==> src/hdl/md5_pkg.sv <==
// ----------------------------------------------------------------------------
// md5_pkg
// Shared types, constants and the message-index helper function of the MD5 stream hasher.
// ----------------------------------------------------------------------------
package md5_pkg;

   typedef enum logic [2:0] {
      ST_IDLE,
      ST_ZERO,
      ST_PRIME,
      ST_ROUND,
      ST_ADD,
      ST_OUT
   } md5_state_type;

   typedef struct packed {
      logic [31:0] a;
      logic [31:0] b;
      logic [31:0] c;
      logic [31:0] d;
   } md5_words_type;

   localparam logic REQ_ABSORB = 1'b0;
   localparam logic REQ_FINISH = 1'b1;

   localparam logic [7:0] PAD_BYTE = 8'h80;

   localparam md5_words_type CHAIN_INIT = '{
      a: 32'h67452301,
      b: 32'hefcdab89,
      c: 32'h98badcfe,
      d: 32'h10325476
   };

   localparam logic [31:0] ROUND_CONST [64] = '{
      32'hd76aa478, 32'he8c7b756, 32'h242070db, 32'hc1bdceee,
      32'hf57c0faf, 32'h4787c62a, 32'ha8304613, 32'hfd469501,
      32'h698098d8, 32'h8b44f7af, 32'hffff5bb1, 32'h895cd7be,
      32'h6b901122, 32'hfd987193, 32'ha679438e, 32'h49b40821,
      32'hf61e2562, 32'hc040b340, 32'h265e5a51, 32'he9b6c7aa,
      32'hd62f105d, 32'h02441453, 32'hd8a1e681, 32'he7d3fbc8,
      32'h21e1cde6, 32'hc33707d6, 32'hf4d50d87, 32'h455a14ed,
      32'ha9e3e905, 32'hfcefa3f8, 32'h676f02d9, 32'h8d2a4c8a,
      32'hfffa3942, 32'h8771f681, 32'h6d9d6122, 32'hfde5380c,
      32'ha4beea44, 32'h4bdecfa9, 32'hf6bb4b60, 32'hbebfbc70,
      32'h289b7ec6, 32'heaa127fa, 32'hd4ef3085, 32'h04881d05,
      32'hd9d4d039, 32'he6db99e5, 32'h1fa27cf8, 32'hc4ac5665,
      32'hf4292244, 32'h432aff97, 32'hab9423a7, 32'hfc93a039,
      32'h655b59c3, 32'h8f0ccc92, 32'hffeff47d, 32'h85845dd1,
      32'h6fa87e4f, 32'hfe2ce6e0, 32'ha3014314, 32'h4e0811a1,
      32'hf7537e82, 32'hbd3af235, 32'h2ad7d2bb, 32'heb86d391
   };

   localparam logic [4:0] ROT_AMOUNT [16] = '{
      5'd7, 5'd12, 5'd17, 5'd22,
      5'd5, 5'd9,  5'd14, 5'd20,
      5'd4, 5'd11, 5'd16, 5'd23,
      5'd6, 5'd10, 5'd15, 5'd21
   };

   // message word used by a round
   function automatic logic [3:0] msg_index(input logic [5:0] rnd);
      logic [3:0] r;
      logic [3:0] idx;
      r = rnd[3:0];
      case (rnd[5:4])
         2'd0:    idx = r;
         2'd1:    idx = 4'((r << 2) + r + 4'd1);
         2'd2:    idx = 4'((r << 1) + r + 4'd5);
         2'd3:    idx = 4'((r << 3) - r);
         default: idx = r;
      endcase
      return idx;
   endfunction

endpackage

==> src/hdl/md5_ram.sv <==
// ----------------------------------------------------------------------------
// md5_ram
// Generic single-write, single-read RAM with registered read data.
// ----------------------------------------------------------------------------
module md5_ram #(
   parameter int WIDTH = 32,
   parameter int DEPTH = 16
) (
   input  logic                     clock,
   input  logic                     wr_en,
   input  logic [$clog2(DEPTH)-1:0] wr_addr,
   input  logic [WIDTH-1:0]         wr_data,
   input  logic [$clog2(DEPTH)-1:0] rd_addr,
   output logic [WIDTH-1:0]         rd_data
);

   logic [WIDTH-1:0] mem_ff [DEPTH];
   logic [WIDTH-1:0] rd_data_ff;

   always_ff @(posedge clock) begin
      if (wr_en) begin
         mem_ff[wr_addr] <= wr_data;
      end
      rd_data_ff <= mem_ff[rd_addr];
   end

   assign rd_data = rd_data_ff;

endmodule

==> src/hdl/md5_round.sv <==
// ----------------------------------------------------------------------------
// md5_round
// One MD5 step: round function, additions, rotation; gives the new B word.
// ----------------------------------------------------------------------------
module md5_round
   import md5_pkg::*;
(
   input  md5_words_type work,
   input  logic [5:0]    rnd,
   input  logic [31:0]   msg_word,
   output logic [31:0]   new_b
);

   logic [31:0] f_val;
   logic [31:0] sum;
   logic [4:0]  shamt;
   logic [63:0] rot_wide;

   always_comb begin
      case (rnd[5:4])
         2'd0:    f_val = (work.b & work.c) | (~work.b & work.d);
         2'd1:    f_val = (work.b & work.d) | (work.c & ~work.d);
         2'd2:    f_val = work.b ^ work.c ^ work.d;
         2'd3:    f_val = work.c ^ (work.b | ~work.d);
         default: f_val = work.b ^ work.c ^ work.d;
      endcase
   end

   assign sum      = work.a + f_val + msg_word + ROUND_CONST[rnd];
   assign shamt    = ROT_AMOUNT[{rnd[5:4], rnd[1:0]}];
   assign rot_wide = {sum, sum} << shamt;
   assign new_b    = rot_wide[63:32] + work.b;

endmodule

==> src/hdl/md5_stream_hasher.sv <==
// ----------------------------------------------------------------------------
// md5_stream_hasher
// Byte-serial MD5: absorbs one message byte per request, digests on finish.
// ----------------------------------------------------------------------------
// Block end: the byte that fills a block holds off input through a read
//   prime, 64 rounds and a chain add.
// Finish: pad-word write, zero fill of the rest of the block, then
//   compression; a spill block adds a full zero fill and a second
//   compression; then the digest is loaded once the response slot is free.
//   The compression runs its rounds in order over the block RAM.
// Throughput: 1 byte per cycle between block boundaries.
// Reset: synchronous, active high; chain words to MD5 init, bit count to 0.
module md5_stream_hasher
   import md5_pkg::*;
(
   input  logic        clock,
   input  logic        reset,

   input  logic        req_valid,
   output logic        req_ready,
   input  logic        req_type,
   input  logic [7:0]  req_data_byte,

   output logic        rsp_valid,
   input  logic        rsp_ready,
   output logic [31:0] rsp_digest_word0,
   output logic [31:0] rsp_digest_word1,
   output logic [31:0] rsp_digest_word2,
   output logic [31:0] rsp_digest_word3
);

   // control state
   md5_state_type state_ff, state_in;
   logic          fin_ff, fin_in;     // finish sequence in progress
   logic          two_ff, two_in;     // padding spills into an extra block
   logic          rsp_valid_ff, rsp_valid_in;

   // hash state
   md5_words_type chain_ff, chain_in;
   logic [63:0]   bit_count_ff, bit_count_in;

   // working registers
   md5_words_type work_ff, work_in;
   md5_words_type digest_ff, digest_in;
   logic [23:0]   acc_ff, acc_in;     // low bytes of the word being collected
   logic [4:0]    zero_idx_ff, zero_idx_in;
   logic [5:0]    rnd_ff, rnd_in;

   // block RAM: 16 message words, little-endian byte lanes
   logic          ram_we;
   logic [3:0]    ram_waddr;
   logic [31:0]   ram_wdata;
   logic [3:0]    ram_raddr;
   logic [31:0]   ram_rdata;

   logic [31:0]   round_out;
   logic [5:0]    pos;
   logic [1:0]    lane;
   logic          accept;
   logic          slot_free;
   logic [31:0]   acc_word;
   logic [31:0]   pad_word;

   assign pos       = bit_count_ff[8:3];
   assign lane      = pos[1:0];
   assign req_ready = (state_ff == ST_IDLE);
   assign accept    = req_valid && req_ready;
   assign slot_free = !rsp_valid_ff || rsp_ready;
   assign acc_word  = {8'h00, acc_ff};

   // word holding the pad byte: collected bytes, then 0x80, then zeros
   always_comb begin
      for (int j = 0; j < 4; j++) begin
         if (2'(j) < lane) begin
            pad_word[8*j +: 8] = acc_word[8*j +: 8];
         end else if (2'(j) == lane) begin
            pad_word[8*j +: 8] = PAD_BYTE;
         end else begin
            pad_word[8*j +: 8] = 8'h00;
         end
      end
   end

   md5_ram #(
      .WIDTH (32),
      .DEPTH (16)
   ) u_block_ram (
      .clock   (clock),
      .wr_en   (ram_we),
      .wr_addr (ram_waddr),
      .wr_data (ram_wdata),
      .rd_addr (ram_raddr),
      .rd_data (ram_rdata)
   );

   md5_round u_round (
      .work     (work_ff),
      .rnd      (rnd_ff),
      .msg_word (ram_rdata),
      .new_b    (round_out)
   );

   // next state
   always_comb begin
      state_in = state_ff;
      case (state_ff)
         ST_IDLE: begin
            if (accept) begin
               if (req_type == REQ_FINISH) begin
                  state_in = ST_ZERO;
               end else if (pos == 6'd63) begin
                  state_in = ST_PRIME;
               end
            end
         end
         ST_ZERO: begin
            if (zero_idx_ff[4] || zero_idx_ff[3:0] == 4'd15) begin
               state_in = ST_PRIME;
            end
         end
         ST_PRIME: begin
            state_in = ST_ROUND;
         end
         ST_ROUND: begin
            if (rnd_ff == 6'd63) begin
               state_in = ST_ADD;
            end
         end
         ST_ADD: begin
            if (fin_ff) begin
               state_in = two_ff ? ST_ZERO : ST_OUT;
            end else begin
               state_in = ST_IDLE;
            end
         end
         ST_OUT: begin
            if (slot_free) begin
               state_in = ST_IDLE;
            end
         end
         default: state_in = ST_IDLE;
      endcase
   end

   // datapath and RAM control
   always_comb begin
      fin_in       = fin_ff;
      two_in       = two_ff;
      chain_in     = chain_ff;
      bit_count_in = bit_count_ff;
      work_in      = work_ff;
      digest_in    = digest_ff;
      acc_in       = acc_ff;
      zero_idx_in  = zero_idx_ff;
      rnd_in       = rnd_ff;
      rsp_valid_in = rsp_valid_ff && !rsp_ready;
      ram_we       = 1'b0;
      ram_waddr    = pos[5:2];
      ram_wdata    = 32'h0;
      ram_raddr    = (state_ff == ST_ROUND) ? msg_index(rnd_ff + 6'd1) : msg_index(6'd0);

      case (state_ff)
         ST_IDLE: begin
            if (accept) begin
               if (req_type == REQ_ABSORB) begin
                  bit_count_in = bit_count_ff + 64'd8;
                  if (lane == 2'd3) begin
                     ram_we    = 1'b1;
                     ram_wdata = {req_data_byte, acc_ff};
                  end else begin
                     acc_in[{lane, 3'b000} +: 8] = req_data_byte;
                  end
               end else begin
                  ram_we      = 1'b1;
                  ram_wdata   = pad_word;
                  fin_in      = 1'b1;
                  two_in      = (pos[5:3] == 3'b111);
                  zero_idx_in = {1'b0, pos[5:2]} + 5'd1;
               end
            end
         end
         ST_ZERO: begin
            // final block carries the bit count in words 14 and 15
            if (!zero_idx_ff[4]) begin
               ram_we      = 1'b1;
               ram_waddr   = zero_idx_ff[3:0];
               zero_idx_in = zero_idx_ff + 5'd1;
               if (!two_ff && zero_idx_ff[3:0] == 4'd14) begin
                  ram_wdata = bit_count_ff[31:0];
               end else if (!two_ff && zero_idx_ff[3:0] == 4'd15) begin
                  ram_wdata = bit_count_ff[63:32];
               end
            end
         end
         ST_PRIME: begin
            work_in = chain_ff;
            rnd_in  = 6'd0;
         end
         ST_ROUND: begin
            work_in.a = work_ff.d;
            work_in.b = round_out;
            work_in.c = work_ff.b;
            work_in.d = work_ff.c;
            rnd_in    = rnd_ff + 6'd1;
         end
         ST_ADD: begin
            chain_in.a = chain_ff.a + work_ff.a;
            chain_in.b = chain_ff.b + work_ff.b;
            chain_in.c = chain_ff.c + work_ff.c;
            chain_in.d = chain_ff.d + work_ff.d;
            if (fin_ff && two_ff) begin
               two_in      = 1'b0;
               zero_idx_in = 5'd0;
            end
         end
         ST_OUT: begin
            if (slot_free) begin
               digest_in    = chain_ff;
               rsp_valid_in = 1'b1;
               chain_in     = CHAIN_INIT;
               bit_count_in = 64'd0;
               fin_in       = 1'b0;
            end
         end
         default: begin
         end
      endcase
   end

   always_ff @(posedge clock) begin
      if (reset) begin
         state_ff     <= ST_IDLE;
         fin_ff       <= 1'b0;
         two_ff       <= 1'b0;
         rsp_valid_ff <= 1'b0;
         chain_ff     <= CHAIN_INIT;
         bit_count_ff <= 64'd0;
      end else begin
         state_ff     <= state_in;
         fin_ff       <= fin_in;
         two_ff       <= two_in;
         rsp_valid_ff <= rsp_valid_in;
         chain_ff     <= chain_in;
         bit_count_ff <= bit_count_in;
      end
   end

   always_ff @(posedge clock) begin
      work_ff     <= work_in;
      digest_ff   <= digest_in;
      acc_ff      <= acc_in;
      zero_idx_ff <= zero_idx_in;
      rnd_ff      <= rnd_in;
   end

   assign rsp_valid        = rsp_valid_ff;
   assign rsp_digest_word0 = digest_ff.a;
   assign rsp_digest_word1 = digest_ff.b;
   assign rsp_digest_word2 = digest_ff.c;
   assign rsp_digest_word3 = digest_ff.d;

`ifndef SYNTHESIS
   a_rsp_from_out: assert property (@(posedge clock) disable iff (reset)
      $rose(rsp_valid) |-> $past(state_ff == ST_OUT))
      else $error("digest appeared outside the output step");

   a_no_write_in_compress: assert property (@(posedge clock) disable iff (reset)
      (state_ff == ST_PRIME || state_ff == ST_ROUND) |-> !ram_we)
      else $error("block RAM written during compression");

   a_restart_after_out: assert property (@(posedge clock) disable iff (reset)
      (state_ff == ST_OUT && slot_free) |=> (bit_count_ff == 64'd0 && !fin_ff))
      else $error("hash state not restarted after digest");

   a_extra_block_in_finish: assert property (@(posedge clock) disable iff (reset)
      two_ff |-> fin_ff)
      else $error("extra padding block outside a finish");
`endif

endmodule
==> config.mk <==
export PLATFORM = sky130hd
export DESIGN_NAME = md5_stream_hasher
export DESIGN_NICKNAME = d
export VERILOG_FILES = /design/src/hdl/md5_pkg.sv /design/src/hdl/md5_ram.sv /design/src/hdl/md5_round.sv /design/src/hdl/md5_stream_hasher.sv
export SDC_FILE = /design/constraint.sdc
export NUM_CORES = 2
export LEC_CHECK = 0
export BUFFER_PORTS_ARGS = -buffer_cell sky130_fd_sc_hd__buf_2
export CORE_UTILIZATION = 35
export CTS_BUF_LIST = sky130_fd_sc_hd__clkbuf_8 sky130_fd_sc_hd__clkbuf_16
export CTS_CLUSTER_SIZE = 24
export DETAILED_ROUTE_END_ITERATION = 16
export PLACE_DENSITY = 0.48
export SLEW_MARGIN = 5
export SYNTH_ARGS = -nofsm -noshare
export SYNTH_HDL_FRONTEND = slang
export SYNTH_SLANG_ARGS = --single-unit
==> constraint.sdc <==
create_clock -name clock -period 14.1 [get_ports clock]
set_clock_uncertainty 0.1 [all_clocks]
set_input_delay 2.115 -clock clock [delete_from_list [all_inputs] [get_ports clock]]
set_output_delay 2.115 -clock clock [all_outputs]
set_load 0.02 [all_outputs]
Yosys cells after proc, flatten, opt, wreduce, memory -nomap -nowiden
Memory sizes are Yosys's and may differ from the RTL's. A register that Yosys moved wholly into a read port is not among the register bits.
Cells that the tools add are included.
{"block": "classes", "bitwise_logic": 16, "n_reduce_logical": 28, "n_shift": 3, "muxes": 64, "n_eq_ne": 29, "add_sub_neg": 18, "n_lt_le_gt_ge": 6}
{"cell": "128-bit case mux with 2 select lines", "n": 2}
{"cell": "32-bit adder", "n": 8}
{"cell": "32-bit two-way mux", "n": 8}
{"cell": "64-bit two-way mux", "n": 3}
{"cell": "32-bit bitwise AND", "n": 4}
{"cell": "128-bit two-way mux", "n": 1}
{"cell": "32-bit case mux with 4 select lines", "n": 1}
{"cell": "64-bit case mux with 2 select lines", "n": 1}
{"cell": "32-bit bitwise OR", "n": 3}
{"cell": "32-bit XOR", "n": 3}
{"cell": "64-bit by 4-bit adder with 64-bit output (second input constant)", "n": 1}
{"cell": "8-bit two-way mux", "n": 8}
{"cell": "32-bit NOT", "n": 2}
{"cell": "32-bit case mux with 2 select lines", "n": 1}
{"cell": "64-bit by 5-bit left shift with 64-bit output", "n": 1}
{"cell": "5-bit two-way mux", "n": 6}
{"cell": "24-bit bitwise mux", "n": 1}
{"cell": "3-bit two-way mux", "n": 8}
{"cell": "8-bit by 7-bit variable shift with 24-bit output (first input constant)", "n": 1}
{"cell": "8-bit by 7-bit variable part select with 24-bit output", "n": 1}
{"cell": "4-bit AND reduction", "n": 5}
{"cell": "3-bit case mux with 6 select lines", "n": 1}
{"cell": "4-bit case mux with 4 select lines", "n": 1}
{"cell": "5-bit case mux with 3 select lines", "n": 1}
{"cell": "other kinds (40)", "n": 92}
{"block": "totals", "output_inout_bits": 130, "register_bits": 489, "in_bits": 13, "ramBits": 512, "mem_bits_ro": 2128, "wordCells": 188, "mem_count": 3}
{"name": "(no name shown)", "depth": 64, "width": 32, "rd": 1, "rd_ports_with_merged_regs": 0, "write_ports": 0, "line": "md5_round.sv:29", "rtl": "assign sum = work.a + f_val + msg_word + ROUND_CONST[rnd];"}
{"name": "u_block_ram.mem_ff", "depth": 16, "width": 32, "rd": 1, "rd_ports_with_merged_regs": 1, "write_ports": 1, "line": "md5_ram.sv:17", "rtl": "logic [WIDTH-1:0] mem_ff [DEPTH];"}
{"name": "(no name shown)", "depth": 16, "width": 5, "rd": 1, "rd_ports_with_merged_regs": 0, "write_ports": 0, "line": "md5_round.sv:30", "rtl": "assign shamt = ROT_AMOUNT[{rnd[5:4], rnd[1:0]}];"}

Depth between registers and ports, before layout
{"block": "depth", "depth_word": 10, "ltp_mapped": 43}

Modules after synthesis
Synthesis repeated with hierarchy kept, for this count alone.
{"block": "hier_totals", "cells_unflattened": 4937, "area_unflattened_um2": 56474.2}
{"mod": "md5_stream_hasher", "seq_area_each_um2": 12642.1, "instances": 1, "cells_per_inst": 2327, "area_each_um2": 24931.4}
{"mod": "md5_ram", "seq_area_each_um2": 16015.4, "instances": 1, "cells_per_inst": 838, "area_each_um2": 19835.3}
{"mod": "md5_round", "seq_area_each_um2": 0.0, "instances": 1, "cells_per_inst": 1772, "area_each_um2": 11707.5}

Worst setup path after synthesis
No wires, ideal clock.
{"block": "synth_timing", "path_type": "register to register", "from": "register rnd_ff[0]", "to": "register work_ff[94] (netlist bit) (data pin)", "arrival_ns": 8.944, "path_buffers": 3, "setup_ns": 0.266, "slack_ns": 4.790, "path_stages_with_launch": 42, "cell_sequence": "edfxtp_1 inv_2 clkbuf_1 ha_1 clkbuf_1 buf_1 nand2_1 a21oi_1 a31o_2 mux4_2 fa_1 fa_1 inv_1 ha_1 inv_1 fa_1 nand2b_1 a21o_1 (+6 left out) o21ai_0 mux2i_1 mux2i_1 mux2i_1 ha_1 fa_1 a21oi_1 nor2_1 o31a_1 nor2_2 o21bai_1 a221o_1 a2111oi_4 o31ai_2 a21oi_2 o211ai_2 xnor2_1 o21ai_1"}
{"item": "start: declaration", "line": "md5_stream_hasher.sv:47", "rtl": "logic [5:0] rnd_ff, rnd_in;"}
{"item": "start signal: assignment", "line": "md5_stream_hasher.sv:253", "rtl": "rnd_ff <= rnd_in;"}
{"item": "end signal: assignment", "line": "md5_stream_hasher.sv:249", "rtl": "work_ff <= work_in;"}
{"item": "end: declaration", "line": "md5_stream_hasher.sv:43", "rtl": "md5_words_type work_ff, work_in;"}

==> metrics <==
status finished, final reports clean; layout net count 6,079; Post-Synth Adder-Cell Area 0.0721; row count between 100 and 150; unrepaired setup endpoints after global routing false; largest net degree at the start of global routing 156; post-synthesis xor/xnor area fraction 0.0409; Cell variety after synth 95; Die Wd 406 um; drt total wl around 190,000 um; net count after synthesis between 6,000 and 7,000; relative slew slack 0.202; Syn Inst Count 5,743; Crit Path Max Fanout 30; most used cell, CP a21oi_1; post-CTS resize count 0; Synth Area in Compound Gates 0.172; Core Area approximately 160,000 um^2; CTS Hold Bufs 0; Initial DRC Count 3,609; Crit Path Class flop to flop; mux cell area share after synthesis 0.0199; largest family of logic cells by synthesized area compound AO/OA/AOI/OAI gates; share of layout cells above drive strength 1 0.0964; vias in the first global route around 42,000; Vias 44,200; hpwl dp 127,000 um; die footprint 165,000 um^2; Synth Cell Area 57,100 um^2; Sink Count between 1,000 and 1,500; GR Overflow Total 0; H-tree depth 3; element type at the critical path start flop; Finish-stage setup viols 0; Total GRT Usage 0.226; Worst Tran Pin Value 1.19 ns; CTS tree yes; initial core utilization 0.354; WL/cell 23.6 um; initial antenna violation count 8; IO buf count approximately 140; Hold Violations, Final 0; Crit path required time 14.46 ns; Max clock buf depth 3; total CTS buffers 116; Synth Area per Inst 9.95 um^2; Worst EP arrival 11.35 ns; # DRC 0; area grow syn2layout 12.6%; final worst path period share 0.779; Top Ports 143; EDFF count, synth 803; drt first pass iters 6; CTS root buffer clkbuf_16; Slowest cell on crit path ha_1; CP peak stage delay 0.90 ns; CP endpoint kind flop; max-cap viol count 0; YS warnings 0; chip height 406 um; TNS Setup 0 ns; ys flop type edfxtp_1; vias per inst around 5.5; # Post-CTS Setup Buffers 0; Tightest Hold Check Type flop to flop; fmax 0.0910 GHz; Async S/R FF share, synth 0; Worst-path clk slew 0.07 ns; first-pass GRT wire length 280,000 um; max-slew violation count 0; ANT nets after route 0; Yosys reg bits between 1,000 and 1,500; Final min period 10.98 ns; latest clock arrival within the worst-skew pair 0.78 ns; sequential fraction of the synthesis area 0.502; post-synthesis simple-gate area fraction 0.159; Routability Congestion slightly below 1
-- flip-flops by register name, indices dropped and copies added, names as in the netlist, 3 cells and up --
register and count:
acc_ff 24, bit_count_ff 61, chain_ff 128, rnd_ff 6, rsp_digest_word0 32, rsp_digest_word1 32, rsp_digest_word2 32, rsp_digest_word3 32
state_ff 3, u_block_ram.mem_ff 512, u_block_ram.rd_data 32, work_ff 128, zero_idx_ff 5
-- metal layers --
| layer | vias to the layer above | global-route usage | wire [um] |
|---|---|---|---|
| met1 | 21700 | 0.320 | 88700 |
| met4 | 4 | 0.0535 | 4200 |
| met2 | 1249 | 0.365 | 87600 |
| li1 | 21000 | - | - |
| met5 | - | 0 | 27 |
| met3 | 247 | 0.0296 | 9350 |
-- cell families after synthesis --
kind of cell	after synthesis
adder cells (fa/ha/maj)	289
buffers and inverters	521
AND/OR/NAND/NOR	2010
flip-flops	1030
multiplexers	100
AO/OA/AOI/OAI	1527
XOR/XNOR	266
-- cell usage after synthesis, types with 17 or more instances --
library cell	count	area share
nand2_1	924	0.061
edfxtp_1	803	0.42
a21oi_1	405	0.035
nor2_1	400	0.026
o21ai_0	287	0.025
clkbuf_1	261	0.017
dfxtp_1	227	0.080
ha_1	222	0.049
a211oi_1	201	0.026
inv_1	190	0.012
and2_1	173	0.019
xnor2_1	150	0.023
nand3_1	139	0.012
a31oi_1	120	0.013
xor2_1	115	0.018
nor3_1	91	0.0080
mux2i_1	80	0.014
a311oi_1	79	0.012
o211ai_1	76	0.010
a21o_1	71	0.0093
fa_1	67	0.023
nand2b_1	57	0.0062
or2_2	54	0.0059
a22oi_1	48	0.0063
buf_1	44	0.0029
o22ai_1	39	0.0043
o21bai_1	34	0.0045
and3_1	32	0.0035
nor2b_1	31	0.0034
or3_1	24	0.0026
nand4_1	22	0.0024
o21a_1	21	0.0028
o31ai_1	21	0.0028
nor3b_1	19	0.0025
buf_2	17	0.0015
-- cell type report --
type	count	area [um^2]
antenna	1	2.50
sequential	1030	28700
timing repair buffer	241	1510
inverter	196	743
multi-input combinational	4192	26700
fill	15800	97000
tap	2160	2700
clock buffer	137	3210
clock inverter	84	767
-- worst max-delay path, delay by kind of cell (launching register included) --
family	cells	cell delay (ns)
and+or+nand+nor	9	2.09
adders and majority gates	5	2.47
AOI/OAI and AO/OA	17	4.95
buffers and inverters	3	0.68
DFF	1	0.32
-- final timing paths --
| kind | startpoint | end | slack, ns | cells after the start |
|---|---|---|---|---|
| worst max-delay path | rnd_ff[0]$_SDFFCE_PN0P_ | work_ff[95]$_DFFE_PP_ | 3.12 | 34 |
| worst min-delay path | chain_ff[32]$_SDFFE_PP0P_ | rsp_digest_word2[0]$_DFFE_PP_ | 0.40 | 0 |
| worst max register to register | rnd_ff[0]$_SDFFCE_PN0P_ | work_ff[95]$_DFFE_PP_ | 3.12 | 34 |
| worst min register to register | chain_ff[32]$_SDFFE_PP0P_ | rsp_digest_word2[0]$_DFFE_PP_ | 0.40 | 0 |
-- layout by cell type, fill, tap and decap left out, drive strengths merged, types with 174 or more instances in the layout --
master	instances
inv	229
o21ai	300
buf	241
a211oi	201
ha	222
nor2	404
dfxtp	227
and2	174
a21oi	408
nand2	924
edfxtp	803
-- metrics by stage --
stage          area (um^2)  setup WS, ns  utilization  cells  hold WS, ns
5_1_grt              64300          2.45        0.399   8040        0.407
6_report             64300          3.12        0.399   8041        0.400
3_5_place_dp         60300          3.22        0.374   7819        0.390
2_1_floorplan        57100          4.79            -   5743        0.352
4_1_cts              64300          3.16        0.399   8040        0.397
3_3_place_gp         60300          3.40        0.374   7819        0.383
Power is left out: the tool's default activity adds up to more than one toggle a clock period on the data nets, which glitch-free logic cannot reach.
